$ cat src/design/barcode_whitelist_hamming_match_core_assert.svh
// assertion macros for the barcode whitelist matcher
// expects clk and rst_n in the scope of the including module
`ifndef BARCODE_WHITELIST_HAMMING_MATCH_CORE_ASSERT_SVH
`define BARCODE_WHITELIST_HAMMING_MATCH_CORE_ASSERT_SVH

// antecedent implies consequent in the same cycle
`define BWHM_ASSERT_SAME(lbl, ante, cons, msg) \
  lbl: assert property (@(posedge clk) disable iff (!rst_n) (ante) |-> (cons)) else $error(msg);

// antecedent implies consequent in the next cycle
`define BWHM_ASSERT_NEXT(lbl, ante, cons, msg) \
  lbl: assert property (@(posedge clk) disable iff (!rst_n) (ante) |=> (cons)) else $error(msg);

`endif

$ cat src/design/bwhm_fifo.sv
// small register queue used between the matcher stages
// depends on nothing
module bwhm_fifo #(
  parameter int W     = 8,
  parameter int DEPTH = 2
) (
  input  logic         clk,
  input  logic         rst_n,
  input  logic         push,
  input  logic [W-1:0] din,
  input  logic         pop,
  output logic [W-1:0] dout,
  output logic         full,
  output logic         empty
);

  localparam int PTR_W = (DEPTH > 1) ? $clog2(DEPTH) : 1;
  localparam int CNT_W = $clog2(DEPTH + 1);

  logic [W-1:0]     mem_r [DEPTH];
  logic [PTR_W-1:0] wptr_r;
  logic [PTR_W-1:0] rptr_r;
  logic [CNT_W-1:0] cnt_r;
  logic             do_push;
  logic             do_pop;

  assign full    = (cnt_r == CNT_W'(DEPTH));
  assign empty   = (cnt_r == '0);
  assign do_push = push && !full;
  assign do_pop  = pop && !empty;
  assign dout    = mem_r[rptr_r];

  always_ff @(posedge clk) begin
    if (do_push) begin
      mem_r[wptr_r] <= din;
    end
  end

  always_ff @(posedge clk) begin
    if (!rst_n) begin
      wptr_r <= '0;
      rptr_r <= '0;
      cnt_r  <= '0;
    end else begin
      if (do_push) begin
        wptr_r <= (wptr_r == PTR_W'(DEPTH - 1)) ? '0 : wptr_r + 1'b1;
      end
      if (do_pop) begin
        rptr_r <= (rptr_r == PTR_W'(DEPTH - 1)) ? '0 : rptr_r + 1'b1;
      end
      if (do_push && !do_pop) begin
        cnt_r <= cnt_r + 1'b1;
      end else if (do_pop && !do_push) begin
        cnt_r <= cnt_r - 1'b1;
      end
    end
  end

endmodule

$ cat config.mk
export PLATFORM = sky130hd
export DESIGN_NAME = bwhm_fifo
export DESIGN_NICKNAME = d
export VERILOG_FILES = /design/src/design/barcode_whitelist_hamming_match_core_assert.svh /design/src/design/bwhm_fifo.sv
export SDC_FILE = /design/constraint.sdc
export NUM_CORES = 1
export LEC_CHECK = 0
export BUFFER_PORTS_ARGS = -buffer_cell sky130_fd_sc_hd__buf_4
export CORE_MARGIN = 2
export CORE_UTILIZATION = 52
export DETAILED_ROUTE_END_ITERATION = 16
export HOLD_SLACK_MARGIN = 0.1
export PLACE_DENSITY = 0.88
export SLEW_MARGIN = 25
export SYNTH_ARGS = -nofsm -noshare
export SYNTH_HDL_FRONTEND = slang
export SYNTH_SLANG_ARGS = --single-unit
$ cat constraint.sdc
create_clock -name clk -period 4.03 [get_ports clk]
set_input_delay 0.806 -clock clk [delete_from_list [all_inputs] [get_ports clk]]
set_output_delay 0.806 -clock clk [all_outputs]
set_load 0.005 [all_outputs]
# Word level (Yosys, flattened, before mapping)
# Memory sizes are Yosys's and may differ from the RTL's. A register that Yosys moved wholly into a read port is not among the register bits.
# Index checks and enable logic that the tools add are counted.
classes:
  n_eq_ne: 1
  muxes: 8
  addsub: 4
  n_reduce_logical: 10
op_table:
  columns: ["cell", "count"]
  rows:
  - ["$mux 1", 6]
  - ["$logic_and 1x1->1", 4]
  - ["$logic_not 1->1", 4]
  - ["$mux 2", 2]
  - ["$add 1x1->1 const B", 2]
  - ["$add 2x1->2 const B", 1]
  - ["$eq 2x2->1 const B", 1]
  - ["$logic_not 2->1", 1]
  - ["$reduce_bool 2->1", 1]
  - ["$sub 2x1->2 const B", 1]
word_totals:
  register_bits: 4
  output_inout_bits: 10
  word_cells: 27
  ramBits: 16
  n_memories: 1
memory_table:
  columns: ["name", "words", "word_bits", "rd", "rd_ports_with_merged_regs", "wr", "line", "text"]
  rows:
  - ["mem_r", 2, 8, 1, 1, 1, "bwhm_fifo.sv:20", "logic [W-1:0] mem_r [DEPTH];"]

# Longest topological paths before layout
depth:
  ltp_word: 7
  depth_mapped: 7
  mapped_depth_nobuf: 7

# Least setup slack after synthesis
# No wires, ideal clock.
synth_path:
  path_type: "input port to flip-flop"
  start: "input pop"
  end: "register cnt_r[1]"
  stages: 4
  arrival_time_ns: 1.669
  setup_slack_ns: 2.291
  setup_time_ns: 0.070
  required_ns: 3.960
  path_buffers: 0
  path_cell_list: "o21ai_1 > ha_1 > or3_1 > a21boi_1"
synth_between:
  elab_chain_len: 4
  word_cells_on_any_way: 6
  cone_classes: "mux: 1; reduce/logical: 5"
synth_lines:
  columns: ["element", "line", "text"]
  rows:
  - ["start: declaration", "bwhm_fifo.sv:11", "input logic pop,"]
  - ["$logic_and 1x1->1 (*)", "bwhm_fifo.sv:30", "assign do_pop = pop && !empty;"]
  - ["$logic_not 1->1", "bwhm_fifo.sv:51", "if (do_push && !do_pop) begin"]
  - ["$logic_and 1x1->1", "bwhm_fifo.sv:51", null]
  - ["$mux 2 / $reduce_bool 2->1 (equally long branches)", null, null]
  - ["end signal: assignment", "bwhm_fifo.sv:52", "cnt_r <= cnt_r + 1'b1;"]
  - ["end signal: assignment", "bwhm_fifo.sv:54", "cnt_r <= cnt_r - 1'b1;"]
  - ["end: declaration", "bwhm_fifo.sv:23", "logic [CNT_W-1:0] cnt_r;"]
# Mark *: on every way between the ends. The rest lies on a longest branch, timed or not.
# A chain may end at the register's enable or synchronous reset.

==> flow_metrics.py <==
metrics = {
    "finish": {
        "final_area_um2": 1010,
        "antennaDiodeCount": 0,
        "drive_gt1_share_pct": 45.9,
        "layoutNonFillerInstCount": 90,
        "area_growth_pct": 24.6,
        "finalNetCount": 88,
        "nFillCells": 110,
        "post-route-util_pct": 67.7,
    },
    "clocking": {
        "cts_setup_buffers": 0,
        "ctsHoldBuffers": 0,
        "clock_sinks": 21,
        "clk_latency_ns": 0.29,
        "root_buffer": "clkbuf_4",
        "htreeDepth": 1,
        "cts_resized": 0,
        "cts_tree": "yes",
        "cts.clk_slew.worst_paths_ns": 0.10,
        "cts_buffer_depth": 2,
        "cts_buffers": 3,
    },
    "drt": {
        "drtAntennaViolNets": 0,
        "vias": 475,
        "routedWlPerCell_um": 14.3,
        "dr.pass1.iters": 2,
        "routed_wl_um": 1290,
        "drt_iter0_markers": 3,
        "drc_errors": 0,
        "via_per_inst": 5.28,
    },
    "critical_path": {
        "cp_data_arrival_time_ns": 1.34,
        "crit_type": "reg -> out",
        "r2r_slack_ns": 2.42,
        "worstPathCellList": "mux2_2 -> buf_4",
        "worst_path_max_delay_cell": "dfxtp_1",
        "crit_fanout": 8,
        "critPathLaunchType": "flip-flop",
        "cp_slowest_stage_delay_ns": 0.53,
        "cp-end-kind": "primary output",
        "timing.rr.end": "cnt_r[1]",
        "worstPathRequired_ns": 3.22,
        "r2r_start": "cnt_r[0]",
        "r2r_cells": 6,
    },
    "timing": {
        "fin_ws_ns": 1.88,
        "hold_ws_ns": 0.547,
        "final-max-slew-violation-count": 0,
        "fin_crit_ns": 2.15,
        "setup_viol": 0,
        "skew_ns": 0.00151,
        "hold_viol_final": 0,
        "max_slew_margin_pct": 51.4,
        "rsz0062_at_grt": "false",
        "setup_tns_ns": 0,
        "tightest_slew_ns": 0.724,
        "period_share_pct": 53.3,
        "fmax_ghz": 0.465,
    },
    "synthesis": {
        "synth-seq-cells": 21,
        "yosysWarnings": 0,
        "yosysSeqAreaShare_pct": 71.7,
        "syn-cell-area_um2": 810,
        "synth_nets": 63,
        "netlist_instances": 50,
        "syn_avg_cell_area_um2": 16.2,
        "ys_types": 20,
    },
    "hold_path": {
        "hold_path_end": "cnt_r[1]",
        "hold_start": "cnt_r[1]",
        "hold_depth": 2,
        "hold_path_class": "reg -> reg",
    },
    "global_routing": {
        "grtUsageMet1_pct": 17.6,
        "gr-total-overflow": 0,
        "grt_max_degree": 12,
        "antenna_found_initial": 0,
        "met2_usage_pct": 29.3,
        "grt_pass1_wl_um": 2170,
        "grt.busiest_layer": "met2",
        "first_global_vias": 497,
        "grt_usage_pct": 16.2,
        "grtUsageMet3_pct": 2.92,
    },
    "floorplanning": {
        "rows": 14,
        "initial_utilization_pct": 54.4,
        "dieArea_um2": 1890,
        "dieWidth_um": 43.5,
        "die_y_um": 43.5,
        "boundaryPins": 22,
        "design.core.area_um2": 1490,
    },
    "placement": {
        "dpl.cell_count": 86,
        "port_buffers": 21,
        "place_congestion": 0.636,
        "postPlaceCellArea_um2": 982,
        "dp_hpwl_um": 988,
        "pre_cts_slack_ns": 2.04,
    },
    "power": {
        "p_total_mw": 0.590,
        "power_leakage_nw": 0.397,
        "p_sw_share_pct": 27.1,
        "pwr-share-comb_pct": 32.3,
        "p_int_mw": 0.430,
        "p_seq_share_pct": 51.6,
        "power_density_nw_per_um2": 585,
        "ir_drop_v": 0.000376,
        "clkPwrFrac_pct": 16.1,
        "netSwitchingPower_mw": 0.160,
    },
    "run": {
        "cap_viol_max_count": 0,
    },
    "run_status": {
        "status": "finished, final reports clean",
    },
}
## state kept, by name (all words and copies together), names as in the netlist, named ones only
name,cells
wptr_r,1
mem_r,16
rptr_r,1
cnt_r,2
## cells in the mapped netlist, drive strengths merged
| cell | number | area share, % |
|---|---|---|
| xnor2 | 2 | 2.2 |
| o21ai | 2 | 1.2 |
| nand2b | 1 | 0.77 |
| buf | 1 | 0.62 |
| inv | 2 | 0.93 |
| nor2 | 2 | 0.93 |
| and2 | 3 | 2.3 |
| o21a | 1 | 0.93 |
| a21boi | 2 | 1.9 |
| edfxtp | 16 | 59 |
| and3 | 1 | 0.77 |
| nor3 | 1 | 1.2 |
| xor2 | 1 | 1.1 |
| ha | 1 | 1.5 |
| mux2 | 8 | 11 |
| dfxtp | 5 | 12 |
| or3 | 1 | 0.77 |
## per-layer routing
metal	routed length [um]	up-vias
met4	6	0
met3	82	2
li1	-	228
met2	712	17
met5	0	-
met1	489	228
## how the worst max path moves through the flow
stage | slack, ns | startpoint | cells past startpoint | to
2_1_floorplan | 2.29 | pop | 4 | cnt_r[1]
3_3_place_gp | 2.15 | push | 6 | cnt_r[1]
3_5_place_dp | 2.04 | push | 6 | cnt_r[1]
4_1_cts | 1.83 | flip-flop | 2 | dout[0]
5_1_grt | 1.78 | flip-flop | 2 | dout[7]
6_report | 1.88 | flip-flop | 2 | dout[0]
## power groups by stage
| stage | sequential, mW | combinational, mW | clock [mW] |
|---|---|---|---|
| final | 0.304 | 0.190 | 0.0951 |
| after CTS | 0.305 | 0.195 | 0.101 |
| after global placement | 0.308 | 0.183 | 0 |
| after detailed placement | 0.310 | 0.193 | 0 |
| after global routing | 0.310 | 0.210 | 0.109 |
| after floorplan | 0.295 | 0.122 | 0 |
## cell usage in the layout, fill, tap and decap left out, drive strengths merged, types with 2 or more instances in the layout
cell type,count
inv,2
edfxtp,16
xnor2,2
o21ai,2
and2,3
a21boi,2
clkbuf,4
dfxtp,5
buf,21
nor2,2
mux2,8
## worst max-delay path: cells and delay by family, from the launching register on
family | cells | cell delay (ns)
buffers and inverters | 1 | 0.14
multiplexers | 1 | 0.38
flip-flops | 1 | 0.53
## area by class of cell
class | count | area [um2] | share of cell area, %
clock buffers | 4 | 26.3 | 2.61
flip-flops and latches | 21 | 581 | 57.6
inverters | 2 | 7.51 | 0.744
multi-input cells | 26 | 216 | 21.5
well taps | 16 | 20.0 | 1.99
repair buffers | 21 | 158 | 15.6
## kinds of logic (layout without fill, tap and decap cells)
family,count (synthesis),count (layout),share of synthesized area (%)
buffers and inverters,3,27,1.54
AND/OR/NAND/NOR,9,9,6.80
adder cells (fa/ha/maj),1,1,1.55
XOR/XNOR,3,3,3.25
flip-flops,21,21,71.7
AO/OA/AOI/OAI,5,5,4.02
multiplexers,8,8,11.1
Note: power is estimated with default switching activity, not from simulation.
