$ cat src/design/barcode_whitelist_hamming_match_core_assert.svh
// assertion macros for the barcode whitelist matcher
// expects clk and rst_n in the scope of the including module
`ifndef BARCODE_WHITELIST_HAMMING_MATCH_CORE_ASSERT_SVH
`define BARCODE_WHITELIST_HAMMING_MATCH_CORE_ASSERT_SVH

// antecedent implies consequent in the same cycle
`define BWHM_ASSERT_SAME(lbl, ante, cons, msg) \
  lbl: assert property (@(posedge clk) disable iff (!rst_n) (ante) |-> (cons)) else $error(msg);

// antecedent implies consequent in the next cycle
`define BWHM_ASSERT_NEXT(lbl, ante, cons, msg) \
  lbl: assert property (@(posedge clk) disable iff (!rst_n) (ante) |=> (cons)) else $error(msg);

`endif

$ cat src/design/bwhm_pkg.sv
// shared types and constants for the barcode whitelist matcher
// no dependencies
package bwhm_pkg;

  localparam int DEF_TABLE_DEPTH = 1024;
  localparam int DEF_MAX_BASES   = 32;
  localparam int BASES_W         = 64;
  localparam int NMASK_W         = 32;
  localparam int LEN_W           = 6;
  localparam int DIST_W          = 6;
  localparam int CFG_W           = 6;
  localparam int STATUS_W        = 2;
  localparam int QUEUE_DEPTH     = 2;
  localparam logic [CFG_W-1:0] CFG_RESET = CFG_W'(1);

  typedef enum logic [STATUS_W-1:0] {
    ST_ADDED   = 2'd0,
    ST_PRESENT = 2'd1,
    ST_FULL    = 2'd2,
    ST_NOT_ADD = 2'd3
  } add_status_t;

  typedef enum logic {
    FUNC_ADD    = 1'b0,
    FUNC_LOOKUP = 1'b1
  } func_t;

  // normalized word: bases and n mask cleared above the length
  typedef struct packed {
    func_t                func;
    logic [BASES_W-1:0]   bases;
    logic [NMASK_W-1:0]   nmask;
    logic [LEN_W-1:0]     len;
  } item_t;

  localparam int ITEM_W = $bits(item_t);

endpackage

$ cat src/design/bwhm_fifo.sv
// small register queue used between the matcher stages
// depends on nothing
module bwhm_fifo #(
  parameter int W     = 8,
  parameter int DEPTH = 2
) (
  input  logic         clk,
  input  logic         rst_n,
  input  logic         push,
  input  logic [W-1:0] din,
  input  logic         pop,
  output logic [W-1:0] dout,
  output logic         full,
  output logic         empty
);

  localparam int PTR_W = (DEPTH > 1) ? $clog2(DEPTH) : 1;
  localparam int CNT_W = $clog2(DEPTH + 1);

  logic [W-1:0]     mem_r [DEPTH];
  logic [PTR_W-1:0] wptr_r;
  logic [PTR_W-1:0] rptr_r;
  logic [CNT_W-1:0] cnt_r;
  logic             do_push;
  logic             do_pop;

  assign full    = (cnt_r == CNT_W'(DEPTH));
  assign empty   = (cnt_r == '0);
  assign do_push = push && !full;
  assign do_pop  = pop && !empty;
  assign dout    = mem_r[rptr_r];

  always_ff @(posedge clk) begin
    if (do_push) begin
      mem_r[wptr_r] <= din;
    end
  end

  always_ff @(posedge clk) begin
    if (!rst_n) begin
      wptr_r <= '0;
      rptr_r <= '0;
      cnt_r  <= '0;
    end else begin
      if (do_push) begin
        wptr_r <= (wptr_r == PTR_W'(DEPTH - 1)) ? '0 : wptr_r + 1'b1;
      end
      if (do_pop) begin
        rptr_r <= (rptr_r == PTR_W'(DEPTH - 1)) ? '0 : rptr_r + 1'b1;
      end
      if (do_push && !do_pop) begin
        cnt_r <= cnt_r + 1'b1;
      end else if (do_pop && !do_push) begin
        cnt_r <= cnt_r - 1'b1;
      end
    end
  end

endmodule

$ cat src/design/bwhm_front.sv
// front end: saturates length, clears bits above it, queues the word
// depends on bwhm_pkg and bwhm_fifo
module bwhm_front import bwhm_pkg::*; #(
  parameter int MAX_BASES = DEF_MAX_BASES
) (
  input  logic               clk,
  input  logic               rst_n,
  input  logic               in_push,
  output logic               in_full,
  input  logic               in_func,
  input  logic [BASES_W-1:0] in_bases,
  input  logic [NMASK_W-1:0] in_n_positions,
  input  logic [LEN_W-1:0]   in_length,
  output logic               item_avail,
  input  logic               item_pop,
  output item_t              item
);

  logic [LEN_W-1:0]   len_sat;
  logic [NMASK_W-1:0] keep;
  item_t              norm;
  logic [ITEM_W-1:0]  q_dout;
  logic               q_empty;

  assign len_sat = (in_length > LEN_W'(MAX_BASES)) ? LEN_W'(MAX_BASES) : in_length;

  always_comb begin
    norm.func = func_t'(in_func);
    norm.len  = len_sat;
    for (int i = 0; i < NMASK_W; i++) begin
      keep[i]            = (LEN_W'(i) < len_sat);
      norm.bases[2*i +: 2] = keep[i] ? in_bases[2*i +: 2] : 2'b00;
      // n positions only count on a lookup
      norm.nmask[i]      = keep[i] && in_n_positions[i] && (norm.func == FUNC_LOOKUP);
    end
  end

  bwhm_fifo #(
    .W     (ITEM_W),
    .DEPTH (QUEUE_DEPTH)
  ) u_in_q (
    .clk   (clk),
    .rst_n (rst_n),
    .push  (in_push),
    .din   (norm),
    .pop   (item_pop),
    .dout  (q_dout),
    .full  (in_full),
    .empty (q_empty)
  );

  assign item_avail = !q_empty;
  assign item       = item_t'(q_dout);

endmodule

$ cat config.mk
export PLATFORM = sky130hd
export DESIGN_NAME = bwhm_front
export DESIGN_NICKNAME = d
export VERILOG_FILES = /design/src/design/barcode_whitelist_hamming_match_core_assert.svh /design/src/design/bwhm_pkg.sv /design/src/design/bwhm_fifo.sv /design/src/design/bwhm_front.sv
export SDC_FILE = /design/constraint.sdc
export NUM_CORES = 1
export LEC_CHECK = 0
export BUFFER_PORTS_ARGS = -buffer_cell sky130_fd_sc_hd__buf_2
export CORE_ASPECT_RATIO = 1.1
export CORE_UTILIZATION = 45
export CTS_BUF_LIST = sky130_fd_sc_hd__clkbuf_16
export DETAILED_ROUTE_END_ITERATION = 10
export PLACE_DENSITY = 0.77
export REMOVE_ABC_BUFFERS = 1
export SYNTH_ARGS = -nofsm -noshare
export SYNTH_HDL_FRONTEND = slang
export SYNTH_SLANG_ARGS = --single-unit
$ cat constraint.sdc
create_clock -name clk -period 9.18 [get_ports clk]
set_input_delay 0.459 -clock clk [delete_from_list [all_inputs] [get_ports clk]]
set_output_delay 0.459 -clock clk [all_outputs]
set_load 0.02 [all_outputs]
### After elaboration in Yosys (flattened, before gate mapping)

Memories as Yosys holds them, arrays and structs flattened. A register that Yosys moved wholly into a read port is not among the register bits.
Cells that the tools add are included.

| storage, ports and cells | value |
|---|---|
| bits in registers | 4 |
| memory bits (writable) | 206 |
| input port bits | 107 |
| output and inout bits | 105 |
| logic and storage cells | 157 |
| memories | 1 |

| operators by class | value |
|---|---|
| add/sub/neg operators | 4 |
| order comparisons | 33 |
| equality and inequality tests | 1 |
| muxes and demuxes | 41 |
| reduce and logical (&&, ||, !) cells | 74 |

Memories:

| memory | words | bits a word | rd ports | clocked after memory_dff | wr ports | RTL line | text |
|---|---|---|---|---|---|---|---|
| u_in_q.mem_r | 2 | 103 | 1 | 1 | 1 | bwhm_fifo.sv:20 | `logic [W-1:0] mem_r [DEPTH];` |

Operator list:

| cell | number |
|---|---|
| 5-bit by 6-bit less-than comparator with 1-bit output, first input constant | 16 |
| 1-bit logical AND | 68 |
| 2-bit 2-to-1 mux | 34 |
| 4-bit by 6-bit less-than comparator with 1-bit output, first input constant | 8 |
| 3-bit by 6-bit less-than comparator with 1-bit output, first input constant | 4 |
| 1-bit by 6-bit less-than comparator with 1-bit output, first input constant | 2 |
| 2-bit by 6-bit less-than comparator with 1-bit output, first input constant | 2 |
| 6-bit > comparator, second input constant | 1 |
| 1-bit 2-to-1 mux | 6 |
| 6-bit 2-to-1 mux | 1 |
| 1-bit logical NOT | 4 |
| 1-bit adder, second input constant | 2 |
| 2-bit by 1-bit adder with 2-bit output, second input constant | 1 |
| 2-bit == test, second input constant | 1 |
| 2-bit logical NOT | 1 |
| 2-bit nonzero test | 1 |
| 2-bit by 1-bit subtractor with 2-bit output, second input constant | 1 |

### Logic depth before layout (Yosys ltp)

| logic depth | value |
|---|---|
| depth after elaboration | 7 |
| gate-level depth with buffers | 7 |
| gate-level depth less buffers | 7 |

### Modules after synthesis

Synthesis repeated with hierarchy kept, for this count alone.

| second synthesis, totals | value |
|---|---|
| cells, all modules | 542 |
| area total of the unflattened synthesis | 8818.5 um^2 |

Modules (own cells, without submodules):

| module | instances | cells each | area each (um^2) |
|---|---|---|---|
| bwhm_fifo | 1 | 345 | 7681.1 |
| bwhm_front | 1 | 197 | 1137.3 |

### Worst setup path before layout

Ideal clock, no wire load.

| timing path | value |
|---|---|
| path kind | register to register |
| start | register u_in_q.cnt_r[0] |
| end | memory u_in_q.mem_r[0][0] in the netlist's numbering (enable) |
| arrival | 7670 ps |
| setup slack | 817 ps |
| cell stages (with the launch flop) | 4 |
| cells stage by stage | dfxtp_1 -> nand2b_1 -> inv_1 -> nor3_1 |

| between the ends | value |
|---|---|
| longest elaborated chain between the ends | 5 |

RTL lines:

| what | RTL line | text |
|---|---|---|
| from (decl) | bwhm_fifo.sv:23 | `logic [CNT_W-1:0] cnt_r;` |
| from (signal assigned) | bwhm_fifo.sv:52 | `cnt_r <= cnt_r + 1'b1;` |
| from (signal assigned) | bwhm_fifo.sv:54 | `cnt_r <= cnt_r - 1'b1;` |
| 2-bit == test | bwhm_fifo.sv:27 | `assign full = (cnt_r == CNT_W'(DEPTH));` |
| named net in_full | bwhm_front.sv:9 | `output logic in_full,` |
| 1-bit logical NOT | bwhm_fifo.sv:29 | `assign do_push = push && !full;` |
| 1-bit logical AND | bwhm_fifo.sv:29 |  |
| 1-bit 2-to-1 mux | bwhm_fifo.sv:34 | `if (do_push) begin` |
| 1-bit 2-to-1 mux (not written as such) | bwhm_fifo.sv:35 | `mem_r[wptr_r] <= din;` |
| to (decl) | bwhm_fifo.sv:20 |  |

The timed path passes the listed nets, and every way through them passes these cells.

==> results.ini <==
[timing]
worst_pin_slew_ns = 0.879
skew_ns = 0.00973
slew_headroom = 0.414
final-hold-violation-count = 0
fin_tns_setup_ns = 0
setup_viol_count_final = 0
rsz0062_at_grt = no
fmax_ghz = 0.325
holdWs_ns = 0.234
period_share = 0.335
final_max_slew_viol_count = 0
post-route-min-period_ns = 3.07

[drt]
drc = 0
highest_layer = met4
dr_wl_met3_um = 1270
finalWirelength_um = 18500
vias = 5199
wl_per_cell_um = 18.4
drt_iter0_drc = 249
drtAntennaViolNets = 0
first_pass_iters = 4
route.met2.wl_um = 9240
via_per_inst = 5.18
wl_met1_um = 7580

[yosys]
synth_top_area_share = 0.713
ys_ff_latch = 211
synth_compound_area_frac = 0.0244
synth_cell_types = 33
synth.largest_area_cell = edfxtp_1
yosys.area_share.xor_xnor = 0.00303
ys_warn_count = 0
syn_avg_cell_area_um2 = 16.3
synth_top_family_by_area = multiplexers
synthMuxAreaShare = 0.134
synth-simple-area-share = 0.0963
syn_area_um2 = 8680
syn_inst = 533
ys_seq_area_frac = 0.724
synthTopCellsByArea = edfxtp_1, mux2_2, nor2b_1
synthAdderAreaFrac = 0.00144

[clocking]
cts_resized = 0
hold_buffers = 0
clkTransAtPathRegs_ns = 0.06
clk_latency_ns = 0.50
h-tree-depth = 1
numCtsBuffers = 22
cts_tree = done
cts_sinks = 211
ctsLongestPathBuffers = 3
cts_setup_buffers = 0
root_buffer = clkbuf_16

[die]
coreArea_um2 = 18700
rows = 52
die_width_um = 134
start_util = 0.465
die_y_um = 148
ioPinCount = 212
dieArea_um2 = 19800

[placement]
port_buffers = 211
placed_cell_area_um2 = 9940
placedCellCount = 964
dp_hpwl_um = 11600
gp_congestion = 0.744

[global_routing]
grt_usage = 0.185
grt_pass1_wl_um = 28000
antenna_found_initial = 0
grt_max_degree = 63
grt-ovfl-total = 0
grt_pass1_vias = 5240

[setup_path]
path_max_fanout = 58
crit_type = register to primary output
end_kind = primary output
crit_required_ns = 8.72
startpoint_type = register
crit_arrival_ns = 2.61

[cells_and_area]
stdcell_area_um2 = 10600
area_growth_pct = 22.4
fillers = 1476
stdcell_count = 1003
diodes = 0
nNetsFinal = 853
drive_above_1_share = 0.468

[power]
cellPowerDensity_nw_per_um2 = 273
leakagePower_nw = 4.12
power_mw = 2.90
ir_worst_vdd_uv = 218

[min_path]
worstHoldPathType = input port to register

[run_status]
status = finished, final reports clean

[job]
drv_cap = 0

## worst paths after layout
check	from	endpoint	slack, ns	cells past startpoint
worst min register to register	u_in_q.cnt_r[1]$_SDFFE_PN0P_	u_in_q.cnt_r[1]$_SDFFE_PN0P_	0.53	2
worst min-delay path	rst_n	u_in_q.cnt_r[0]$_SDFFE_PN0P_	0.23	2
worst max register to register	u_in_q.cnt_r[0]$_SDFFE_PN0P_	u_in_q.mem_r[0][62]$_DFFE_PP_	6.66	5
worst max-delay path	register	item[87]	6.11	3
## cell usage after synthesis (all sizes together)
cell type and count:
or4 2, a21o 4, nand3 3, o21a 3
or3 3, ha 1, nand2b 1, or2 4
mux2 103, nor4 1, a21oi 11, nor3 2
a21boi 4, nor2b 39, and3 14, o21ai 6
xor2 1, a31oi 5, nor2 25, nand2 27
clkbuf 8, buf 19, dfxtp 5, edfxtp 206
xnor2 2, and2 31, inv 2, a211o 1
## critical path, cell delays in order (launching register included)
cell	delay, ns
dfxtp_4	0.75
buf_4	0.76
mux2_2	0.43
buf_2	0.16
## stage by stage
step | setup WS (ns) | util
after global routing | 5.94 | 0.569
after detailed placement | 6.56 | 0.532
final | 6.11 | 0.569
after CTS | 6.01 | 0.569
after floorplan | 0.817 | -
after global placement | 6.56 | 0.532
## flip-flops by register name, indices dropped and copies added, names as in the netlist, named ones only
| signal | count |
|---|---|
| u_in_q.mem_r | 206 |
| u_in_q.cnt_r | 2 |
| u_in_q.rptr_r | 1 |
| u_in_q.wptr_r | 1 |
## report_power, final
group / internal (mW) / leakage (nW) / switching, mW
Clock: 0.480 / 0.371 / 0.348
Combinational: 0.315 / 1.75 / 0.477
Sequential: 1.22 / 2.00 / 0.0597
Total: 2.02 / 4.12 / 0.885
## routing by layer
metal	up-vias	GRT usage
met5	-	0
met4	0	0.0522
met3	39	0.0364
met2	193	0.322
met1	2551	0.234
li1	2416	-
## logic make-up after synthesis
| group | after synthesis |
|---|---|
| flops | 211 |
| simple gates | 152 |
| mux | 103 |
| compound gates | 34 |
| buf+inv | 29 |
| xor+xnor | 3 |
| fa+ha+maj | 1 |
## cell type report
class	instances	area, µm²	share of cell area
sequential	211	6290	0.592
multi-input combinational	293	2260	0.212
timing repair buffer	215	1090	0.102
clock buffer	23	576	0.0542
tap	243	304	0.0286
clock inverter	16	103	0.00966
inverter	2	7.51	0.000707
## cells in the final DEF (no fill, tap or decap), types with 2 or more instances in the layout
cell       instances
nor2b_1           39
or2_2              3
buf_2            211
clkbuf_16         23
a21o_1             4
a21oi_1           10
and3_1            13
nand3_1            3
buf_4              4
mux2_2           103
o21ai_0            6
a31oi_1            5
edfxtp_1         206
or3_1              3
inv_1             12
or4_4              2
nor2_1            25
o21a_1             3
nand2_1           27
a21boi_0           4
dfxtp_1            4
and2_1            31
xnor2_1            2
clkinv_2           3
Power figures use the tool's default switching activity.
